--- config.mk ---
export PLATFORM = sky130hd
export DESIGN_NAME = cluster_size_bin_mapper_top
export DESIGN_NICKNAME = d
export VERILOG_FILES = /design/src/rtl/cbm_pkg.sv /design/src/rtl/cbm_mul.sv /design/src/rtl/cbm_cfg_regs.sv /design/src/rtl/cbm_walker.sv /design/src/rtl/cluster_size_bin_mapper_top.sv
export SDC_FILE = /design/constraint.sdc
export NUM_CORES = 2
export LEC_CHECK = 0
export BUFFER_PORTS_ARGS = -buffer_cell sky130_fd_sc_hd__clkbuf_2
export CORE_MARGIN = 3
export CORE_UTILIZATION = 30
export DETAILED_ROUTE_END_ITERATION = 10
export PLACE_DENSITY = 0.56
export SKIP_LAST_GASP = 1
export SYNTH_ARGS = -nofsm -noshare
export SYNTH_HDL_FRONTEND = slang
export SYNTH_SLANG_ARGS = --single-unit
--- constraint.sdc ---
create_clock -name clk -period 11.3 [get_ports clk]
set_input_delay 0.565 -clock clk [delete_from_list [all_inputs] [get_ports clk]]
set_output_delay 0.565 -clock clk [all_outputs]
set_load 0.05 [all_outputs]
--- src/rtl/cbm_pkg.sv ---
// ---------------------------------------------------------------------------
// cbm_pkg
// Shared widths, register indexes, reset values and the configuration struct
// of the cluster size bin mapper.
// ---------------------------------------------------------------------------
package cbm_pkg;

	localparam int SIZE_BITS       = 16;
	localparam int RATIO_FRAC_BITS = 8;
	localparam int RATIO_BITS      = 16;
	localparam int WID_BITS        = SIZE_BITS + 1;           // running bin width
	localparam int COMP_BITS       = SIZE_BITS + 1;           // component indexes
	localparam int PROD_BITS       = WID_BITS + RATIO_BITS;   // shared multiplier out
	localparam int VAR_BITS        = 2 * SIZE_BITS;
	localparam int CFG_IDX_BITS    = 3;

	// width saturates here: any bin this wide runs past the largest size
	localparam logic [WID_BITS-1:0] WIDTH_CAP = WID_BITS'(1) << SIZE_BITS;
	localparam logic [PROD_BITS:0] RATIO_ROUND =
		(PROD_BITS + 1)'((1 << RATIO_FRAC_BITS) - 1);

	// configuration register indexes
	localparam logic [CFG_IDX_BITS-1:0] REG_MAX_SIZE   = 3'd0;
	localparam logic [CFG_IDX_BITS-1:0] REG_EXPL_REQ   = 3'd1;
	localparam logic [CFG_IDX_BITS-1:0] REG_GROUP_EN   = 3'd2;
	localparam logic [CFG_IDX_BITS-1:0] REG_GEOM_MODE  = 3'd3;
	localparam logic [CFG_IDX_BITS-1:0] REG_FIRST_BIN  = 3'd4;
	localparam logic [CFG_IDX_BITS-1:0] REG_GROW_RATIO = 3'd5;

	localparam logic [SIZE_BITS-1:0]  RST_MAX_SIZE   = SIZE_BITS'(256);
	localparam logic [SIZE_BITS-1:0]  RST_EXPL_REQ   = SIZE_BITS'(1);
	localparam logic [SIZE_BITS-1:0]  RST_FIRST_BIN  = SIZE_BITS'(1);
	localparam logic [RATIO_BITS-1:0] RST_GROW_RATIO = RATIO_BITS'(512);

	typedef struct packed {
		logic [SIZE_BITS-1:0]  max_size;
		logic [SIZE_BITS-1:0]  expl_req;
		logic                  grouping_enable;
		logic                  geometric_mode;
		logic [SIZE_BITS-1:0]  first_bin_width;
		logic [RATIO_BITS-1:0] growth_ratio;
	} cfg_t;

endpackage

--- src/rtl/cbm_mul.sv ---
// ---------------------------------------------------------------------------
// cbm_mul
// Shared multiplier with registered product: bin width times growth ratio
// during the walk, span times span for the variance at the end.
// ---------------------------------------------------------------------------
module cbm_mul import cbm_pkg::*; (
	input  logic                  clk,
	input  logic [WID_BITS-1:0]   a,
	input  logic [RATIO_BITS-1:0] b,
	output logic [PROD_BITS-1:0]  p
);

	logic [PROD_BITS-1:0] p_q;

	always_ff @(posedge clk) begin
		p_q <= PROD_BITS'(a) * PROD_BITS'(b);
	end

	assign p = p_q;

endmodule

--- src/rtl/cbm_cfg_regs.sv ---
// ---------------------------------------------------------------------------
// cbm_cfg_regs
// Configuration register file, written through the valid/ready port.
// ---------------------------------------------------------------------------
module cbm_cfg_regs import cbm_pkg::*; (
	input  logic                    clk,
	input  logic                    arst_n,
	input  logic                    cfg_valid,
	output logic                    cfg_ready,
	input  logic [CFG_IDX_BITS-1:0] cfg_index,
	input  logic [SIZE_BITS-1:0]    cfg_data,
	output cfg_t                    cfg
);

	cfg_t cfg_q;

	assign cfg_ready = 1'b1;

	always_ff @(posedge clk or negedge arst_n) begin
		if (!arst_n) begin
			cfg_q.max_size        <= RST_MAX_SIZE;
			cfg_q.expl_req        <= RST_EXPL_REQ;
			cfg_q.grouping_enable <= 1'b0;
			cfg_q.geometric_mode  <= 1'b0;
			cfg_q.first_bin_width <= RST_FIRST_BIN;
			cfg_q.growth_ratio    <= RST_GROW_RATIO;
		end else if (cfg_valid && cfg_ready) begin
			unique case (cfg_index)
				REG_MAX_SIZE:   cfg_q.max_size        <= cfg_data;
				REG_EXPL_REQ:   cfg_q.expl_req        <= cfg_data;
				REG_GROUP_EN:   cfg_q.grouping_enable <= cfg_data[0];
				REG_GEOM_MODE:  cfg_q.geometric_mode  <= cfg_data[0];
				REG_FIRST_BIN:  cfg_q.first_bin_width <= cfg_data;
				REG_GROW_RATIO: cfg_q.growth_ratio    <= RATIO_BITS'(cfg_data);
				default: ;  // unmapped index, transfer dropped
			endcase
		end
	end

	assign cfg = cfg_q;

endmodule

--- src/rtl/cbm_walker.sv ---
// ---------------------------------------------------------------------------
// cbm_walker
// Sequencer that classifies a query, walks the bins one at a time with the
// shared adder/compare and multiplier, and builds the result.
// ---------------------------------------------------------------------------
module cbm_walker import cbm_pkg::*; (
	input  logic                   clk,
	input  logic                   arst_n,
	input  cfg_t                   cfg,
	input  logic                   start,
	output logic                   busy,
	input  logic [SIZE_BITS-1:0]   size_query,
	output logic                   done,
	output logic                   in_range,
	output logic                   is_explicit,
	output logic [COMP_BITS-1:0]   component_index,
	output logic [COMP_BITS-1:0]   second_component,
	output logic signed [COMP_BITS-1:0] group_number,
	output logic [SIZE_BITS-1:0]   bin_first,
	output logic [SIZE_BITS-1:0]   bin_last,
	output logic [SIZE_BITS-1:0]   bin_span,
	output logic [COMP_BITS-1:0]   mean_doubled,
	output logic [VAR_BITS-1:0]    variance_times_twelve
);

	localparam logic [2:0] ST_IDLE  = 3'd0;
	localparam logic [2:0] ST_SETUP = 3'd1;
	localparam logic [2:0] ST_WALK  = 3'd2;
	localparam logic [2:0] ST_GROW  = 3'd3;
	localparam logic [2:0] ST_SQR   = 3'd4;
	localparam logic [2:0] ST_OUT   = 3'd5;

	logic [2:0]           state_q;
	logic [SIZE_BITS-1:0] n_q, e_q, start_q, end_q, span_q, g_q;
	logic [WID_BITS-1:0]  w_q;
	logic                 done_q;

	logic                 in_range_q, is_explicit_q;
	logic [COMP_BITS-1:0] comp_q, second_q, group_q, mean_q;
	logic [SIZE_BITS-1:0] first_q, last_q, span_out_q;
	logic [VAR_BITS-1:0]  var_q;

	// shared multiplier
	logic [WID_BITS-1:0]   mul_a;
	logic [RATIO_BITS-1:0] mul_b;
	logic [PROD_BITS-1:0]  prod;

	cbm_mul u_mul (
		.clk (clk),
		.a   (mul_a),
		.b   (mul_b),
		.p   (prod)
	);

	always_comb begin
		if (state_q == ST_SQR) begin
			mul_a = WID_BITS'(span_q);
			mul_b = RATIO_BITS'(span_q);
		end else begin
			mul_a = w_q;
			mul_b = cfg.growth_ratio;
		end
	end

	// explicit limit
	logic [SIZE_BITS-1:0] e_clamp, e_calc;
	always_comb begin
		e_clamp = (cfg.expl_req < cfg.max_size) ? cfg.expl_req : cfg.max_size;
		if (!cfg.grouping_enable)
			e_calc = cfg.max_size;
		else if (e_clamp == '0)
			e_calc = SIZE_BITS'(1);
		else
			e_calc = e_clamp;
	end

	logic out_of_range, expl_hit;
	assign out_of_range = (n_q == '0) || (n_q > cfg.max_size);
	assign expl_hit     = (n_q <= e_calc);

	// bin end, clipped at max_size
	logic [SIZE_BITS+1:0] end_full;
	logic [SIZE_BITS-1:0] end_clip;
	logic                 bin_hit;
	always_comb begin
		end_full = (SIZE_BITS+2)'(start_q) + (SIZE_BITS+2)'(w_q) - (SIZE_BITS+2)'(1);
		if (end_full > (SIZE_BITS+2)'(cfg.max_size))
			end_clip = cfg.max_size;
		else
			end_clip = end_full[SIZE_BITS-1:0];
		bin_hit = (n_q <= end_clip);
	end

	// next geometric width: max(w+1, ceil(w*ratio)), saturated
	logic [PROD_BITS:0]                  rounded;
	logic [PROD_BITS-RATIO_FRAC_BITS:0]  grown;
	logic [PROD_BITS-RATIO_FRAC_BITS:0]  inc;
	logic [PROD_BITS-RATIO_FRAC_BITS:0]  w_pick;
	logic [WID_BITS-1:0]                 w_next;
	always_comb begin
		rounded = (PROD_BITS+1)'(prod) + RATIO_ROUND;
		grown   = rounded[PROD_BITS:RATIO_FRAC_BITS];
		inc     = (PROD_BITS-RATIO_FRAC_BITS+1)'(w_q) + 1'b1;
		w_pick  = (grown > inc) ? grown : inc;
		if (w_pick > (PROD_BITS-RATIO_FRAC_BITS+1)'(WIDTH_CAP))
			w_next = WIDTH_CAP;
		else
			w_next = w_pick[WID_BITS-1:0];
	end

	logic [COMP_BITS:0] comp_base;
	assign comp_base = (COMP_BITS+1)'(e_q) + ((COMP_BITS+1)'(g_q) << 1);

	always_ff @(posedge clk or negedge arst_n) begin
		if (!arst_n) begin
			state_q <= ST_IDLE;
			done_q  <= 1'b0;
		end else begin
			done_q <= 1'b0;
			unique case (state_q)
				ST_IDLE: if (start) state_q <= ST_SETUP;
				ST_SETUP: begin
					if (out_of_range || expl_hit) begin
						done_q  <= 1'b1;
						state_q <= ST_IDLE;
					end else begin
						state_q <= ST_WALK;
					end
				end
				ST_WALK: begin
					if (bin_hit)
						state_q <= ST_SQR;
					else if (cfg.geometric_mode)
						state_q <= ST_GROW;
				end
				ST_GROW: state_q <= ST_WALK;
				ST_SQR:  state_q <= ST_OUT;
				ST_OUT: begin
					done_q  <= 1'b1;
					state_q <= ST_IDLE;
				end
				default: state_q <= ST_IDLE;
			endcase
		end
	end

	// datapath and result registers
	always_ff @(posedge clk) begin
		unique case (state_q)
			ST_IDLE: if (start) n_q <= size_query;
			ST_SETUP: begin
				e_q     <= e_calc;
				start_q <= e_calc + SIZE_BITS'(1);
				w_q     <= (cfg.first_bin_width == '0) ? WID_BITS'(1)
				                                      : WID_BITS'(cfg.first_bin_width);
				g_q     <= '0;
				in_range_q    <= !out_of_range;
				is_explicit_q <= !out_of_range;
				comp_q        <= out_of_range ? '0 : COMP_BITS'(n_q - SIZE_BITS'(1));
				second_q      <= '0;
				group_q       <= out_of_range ? '0 : '1;
				first_q       <= '0;
				last_q        <= '0;
				span_out_q    <= '0;
				mean_q        <= '0;
				var_q         <= '0;
			end
			ST_WALK: begin
				if (bin_hit) begin
					end_q  <= end_clip;
					span_q <= end_clip - start_q + SIZE_BITS'(1);
				end else begin
					start_q <= end_clip + SIZE_BITS'(1);
					g_q     <= g_q + SIZE_BITS'(1);
				end
			end
			ST_GROW: w_q <= w_next;
			ST_SQR: ;
			ST_OUT: begin
				in_range_q    <= 1'b1;
				is_explicit_q <= 1'b0;
				comp_q        <= comp_base[COMP_BITS-1:0];
				second_q      <= comp_base[COMP_BITS-1:0] + COMP_BITS'(1);
				group_q       <= COMP_BITS'(g_q);
				first_q       <= start_q;
				last_q        <= end_q;
				span_out_q    <= span_q;
				mean_q        <= COMP_BITS'(start_q) + COMP_BITS'(end_q);
				var_q         <= prod[VAR_BITS-1:0] - VAR_BITS'(1);
			end
			default: ;
		endcase
	end

	assign busy                  = (state_q != ST_IDLE);
	assign done                  = done_q;
	assign in_range              = in_range_q;
	assign is_explicit           = is_explicit_q;
	assign component_index       = comp_q;
	assign second_component      = second_q;
	assign group_number          = group_q;
	assign bin_first             = first_q;
	assign bin_last              = last_q;
	assign bin_span              = span_out_q;
	assign mean_doubled          = mean_q;
	assign variance_times_twelve = var_q;

endmodule

--- src/rtl/cluster_size_bin_mapper_top.sv ---
// ---------------------------------------------------------------------------
// cluster_size_bin_mapper_top
// Maps a cluster size to its explicit component or to its grouped bin.
// ---------------------------------------------------------------------------
// A query is taken when start is high and busy is low; busy stays high until
// the result appears on the result ports for exactly one cycle with done
// high, and the receiver must take it then. Out-of-range and explicit sizes
// finish in the setup state. Grouped sizes walk the bins one at a time
// through a shared adder/compare: one walk step per bin in linear mode, a
// walk and a grow step per bin in geometric mode (the shared multiplier
// computes the next width); after the hit bin a square step uses the
// multiplier for the variance, then an output step. With small linear
// widths the bin number can reach tens of thousands. Configuration writes
// are accepted every cycle and must only be issued while the block is idle.
// ---------------------------------------------------------------------------
module cluster_size_bin_mapper_top import cbm_pkg::*; (
	input  logic                    clk,
	input  logic                    arst_n,
	input  logic                    cfg_valid,
	output logic                    cfg_ready,
	input  logic [CFG_IDX_BITS-1:0] cfg_index,
	input  logic [SIZE_BITS-1:0]    cfg_data,
	input  logic                    start,
	output logic                    busy,
	input  logic [SIZE_BITS-1:0]    size_query,
	output logic                    done,
	output logic                    in_range,
	output logic                    is_explicit,
	output logic [COMP_BITS-1:0]    component_index,
	output logic [COMP_BITS-1:0]    second_component,
	output logic signed [COMP_BITS-1:0] group_number,
	output logic [SIZE_BITS-1:0]    bin_first,
	output logic [SIZE_BITS-1:0]    bin_last,
	output logic [SIZE_BITS-1:0]    bin_span,
	output logic [COMP_BITS-1:0]    mean_doubled,
	output logic [VAR_BITS-1:0]     variance_times_twelve
);

	cfg_t cfg;

	cbm_cfg_regs u_cfg (
		.clk       (clk),
		.arst_n    (arst_n),
		.cfg_valid (cfg_valid),
		.cfg_ready (cfg_ready),
		.cfg_index (cfg_index),
		.cfg_data  (cfg_data),
		.cfg       (cfg)
	);

	cbm_walker u_walker (
		.clk                   (clk),
		.arst_n                (arst_n),
		.cfg                   (cfg),
		.start                 (start),
		.busy                  (busy),
		.size_query            (size_query),
		.done                  (done),
		.in_range              (in_range),
		.is_explicit           (is_explicit),
		.component_index       (component_index),
		.second_component      (second_component),
		.group_number          (group_number),
		.bin_first             (bin_first),
		.bin_last              (bin_last),
		.bin_span              (bin_span),
		.mean_doubled          (mean_doubled),
		.variance_times_twelve (variance_times_twelve)
	);

endmodule

==> reports/qor.csv <==
metric,value,unit
Critical Path Sink Type,flop,
RePlAce Congestion,0.919,
library cells used by synthesis,83,
Root Buffer,clkbuf_16,
Clock Sinks,365,
crit path to,u_walker.u_mul.p[32],
outcome,"complete, no violations",
initial antenna violation count,21,
crit path from,u_walker.state_q[2],
hold_buf cts,0,
max_slew headroom,0.211,
Mapped Cells,3099,
Max Clk Rate,106,MHz
pin count of the biggest net entering global routing,162,
H-tree Lvls,2,
drt pass-1 iters,5,
Post-synth top flop,edfxtp_1,
antenna-violating nets left,0,
R2R Path End,u_walker.u_mul.p[32],
slew of the pin with the lowest slew margin,1.18,ns
Max Root-Sink Buffers,3,
R2R Setup Slk,1.90,ns
clock tree from TritonCTS,built,
kind of critical path,flop to flop,
Initial Util,0.304,
final hold vios,0,
CTS buffer count,43,
IO Count,192,
drt first-iter violations,1872,
dpl cell area,32400,sq um
Worst Path Arrival,9.89,ns
DR DRC count,0,
Core Box Area,98900,sq um
crit share post-route,0.832,
minimum clock period,9.40,ns
via count,22834,
"Remaining Overflow, GRT",0,
CTS-repair resized insts,0,
Routed wire per std cell,19.9,microns
DIE AREA,104000,sq um
Hold Path Class,primary input to flop,
Post-synth ARST share,0.192,
Worst Path Max Fanout,52,
Worst-path clk slew,0.06,ns
Ys Warns,0,
final setup vio count,0,
die width,322,microns
Layout Utilization,0.343,
worst reg2reg path depth,22,
Synth Cell Area,30000,sq um
Synth Area per Inst,9.70,sq um
fin nets,3801,
setup TNS,0,ns
RSZ-0062 raised after global routing,no,
max_cap viols,0,
die height,322,microns
fraction of layout cells with a size suffix above 1,0.113,
register area share after synthesis,0.342,
Fin Clk Skew,0.0302,ns
"commonest cells after routing, fill and taps aside","nand2_1, inv_1, ha_1",
Site Rows,115,
Synth Net Count,3648,
Filler cells,10087,
Total Routing Usage GR,0.174,
"most common cell after layout, fill and taps aside",nand2_1,
Post-CTS Setup Repair Bufs,0,
CP Launch Type,flop,
FF-to-FF Start,u_walker.state_q[2],
Port-buffer cells,190,
final wirelength,91400,microns
"Non-Filler Cell Area, Final",33900,sq um
fin. max-slew vios,0,
Post-synth EDFFs,262,
"flops & latches, synth",365,
first-pass GRT wire length,138000,microns
CP Data Required Time,11.79,ns
clk_lat worst skew,0.61,ns
vias in the first global route,22052,
routed vias/inst,4.98,
HPWL after DPL,74000,microns
synth-to-layout area growth,12.9,%
[flip-flops by register name, indices dropped and copies added, names as in the netlist, 3 cells and up]
name,count
u_walker.g_q,16
u_walker.state_q,3
u_walker.w_q,17
u_walker.bin_first,16
u_walker.span_q,16
u_walker.bin_last,16
u_walker.n_q,16
u_cfg.cfg,66
u_walker.e_q,16
u_walker.second_component,17
u_walker.component_index,17
u_walker.bin_span,16
u_walker.end_q,16
u_walker.u_mul.p,33
u_walker.variance_times_twelve,32
u_walker.mean_doubled,17
u_walker.group_number,17
u_walker.start_q,16
[synthesized netlist by cell type, drive strengths merged, types with 6 or more instances]
cell / n / area (sq um)
a2111oi: 6 / 52.6
a211oi: 13 / 103
a21boi: 7 / 52.6
a21o: 37 / 278
a21oi: 156 / 800
a31oi: 7 / 43.8
and2: 21 / 131
and3: 68 / 425
and4: 12 / 105
buf: 21 / 100
clkbuf: 81 / 304
dfrtp: 66 / 1650
dfxtp: 33 / 661
edfxtp: 262 / 7870
fa: 212 / 4240
ha: 298 / 3730
inv: 401 / 1510
mux2: 58 / 653
mux2i: 13 / 130
nand2: 424 / 1590
nand2b: 16 / 100
nand3: 63 / 325
nand4: 34 / 219
nor2: 239 / 900
nor2b: 21 / 131
nor3: 42 / 210
nor3b: 6 / 45.0
nor4: 21 / 153
o211ai: 8 / 70.1
o21a: 17 / 128
o21ai: 126 / 634
o21bai: 17 / 128
o31ai: 20 / 155
or3: 22 / 138
or4: 8 / 60.1
xnor2: 126 / 1100
xor2: 59 / 517
[worst min path at each step]
stage,startpoint,endpoint,slack (ns),cells past startpoint
2_1_floorplan,arst_n,u_cfg.cfg[0],0.27,0
3_3_place_gp,u_cfg.cfg[15],u_cfg.cfg[15],0.52,1
3_5_place_dp,u_cfg.cfg[15],u_cfg.cfg[15],0.52,1
4_1_cts,size_query[6],u_walker.n_q[6],0.12,1
5_1_grt,size_query[0],u_walker.n_q[0],0.13,1
6_report,size_query[0],u_walker.n_q[0],0.15,1
[logic make-up (layout without fill, tap and decap cells)]
kind of cell / count (synthesis) / after routing / synth area share
AO/OA/AOI/OAI: 448 / 448 / 0.0921
XOR/XNOR: 185 / 185 / 0.0539
adder cells (fa/ha/maj): 511 / 511 / 0.266
buffers and inverters: 503 / 690 / 0.0635
flip-flops: 365 / 365 / 0.342
multiplexers: 71 / 71 / 0.0261
other: 1 / 14 / 0.000125
AND/OR/NAND/NOR: 1015 / 1015 / 0.156
[per-stage QoR]
| stage | setup slack, ns | hold WS, ns | std cells |
|---|---|---|---|
| 5_1_grt | 1.16 | 0.126 | 4574 |
| 6_report | 1.90 | 0.153 | 4586 |
| 4_1_cts | 1.89 | 0.116 | 4573 |
| 2_1_floorplan | 3.60 | 0.269 | 3099 |
| 3_5_place_dp | 1.89 | 0.522 | 4494 |
| 3_3_place_gp | 2.00 | 0.521 | 4494 |
[critical path, cell delays in order, from the launching register on]
cell and delay [ns]:
dfrtp_2 0.90, nand2_1 0.73, a21oi_1 1.14, nor2_1 0.17, fa_1 0.55, inv_1 0.05
fa_1 0.51, fa_1 0.53, fa_1 0.53, fa_1 0.55, inv_1 0.05, fa_1 0.49
ha_1 0.40, a21oi_1 0.38, nand2_1 0.09, a21oi_1 0.16, o31a_1 0.27, o21ai_0 0.25
a221oi_1 0.42, nor2_1 0.09, a2111oi_0 0.60, o21ai_0 0.23, xnor2_1 0.17
[routing by layer]
metal  wire length [microns]  share of wire  track usage  vias up
met2                   39800           0.44        0.267      735
met3                    8240          0.090       0.0446      130
met1                   41200           0.45        0.247    11137
met4                    2110          0.023       0.0409       12
li1                        -              -            -    10820
met5                      77        0.00084            0        -
[layout make-up]
cell class | count | area (sq um) | area share
clock buffer | 55 | 1200 | 0.0355
sequential | 365 | 10300 | 0.303
tap | 1287 | 1610 | 0.0475
antenna | 13 | 32.5 | 0.000959
timing repair buffer | 210 | 1110 | 0.0328
inverter | 401 | 1510 | 0.0444
multi-input combinational | 2231 | 17900 | 0.528
clock inverter | 24 | 259 | 0.00764
Power is left out: the tool's default activity adds up to more than one toggle a clock period on the data nets, which glitch-free logic cannot reach.
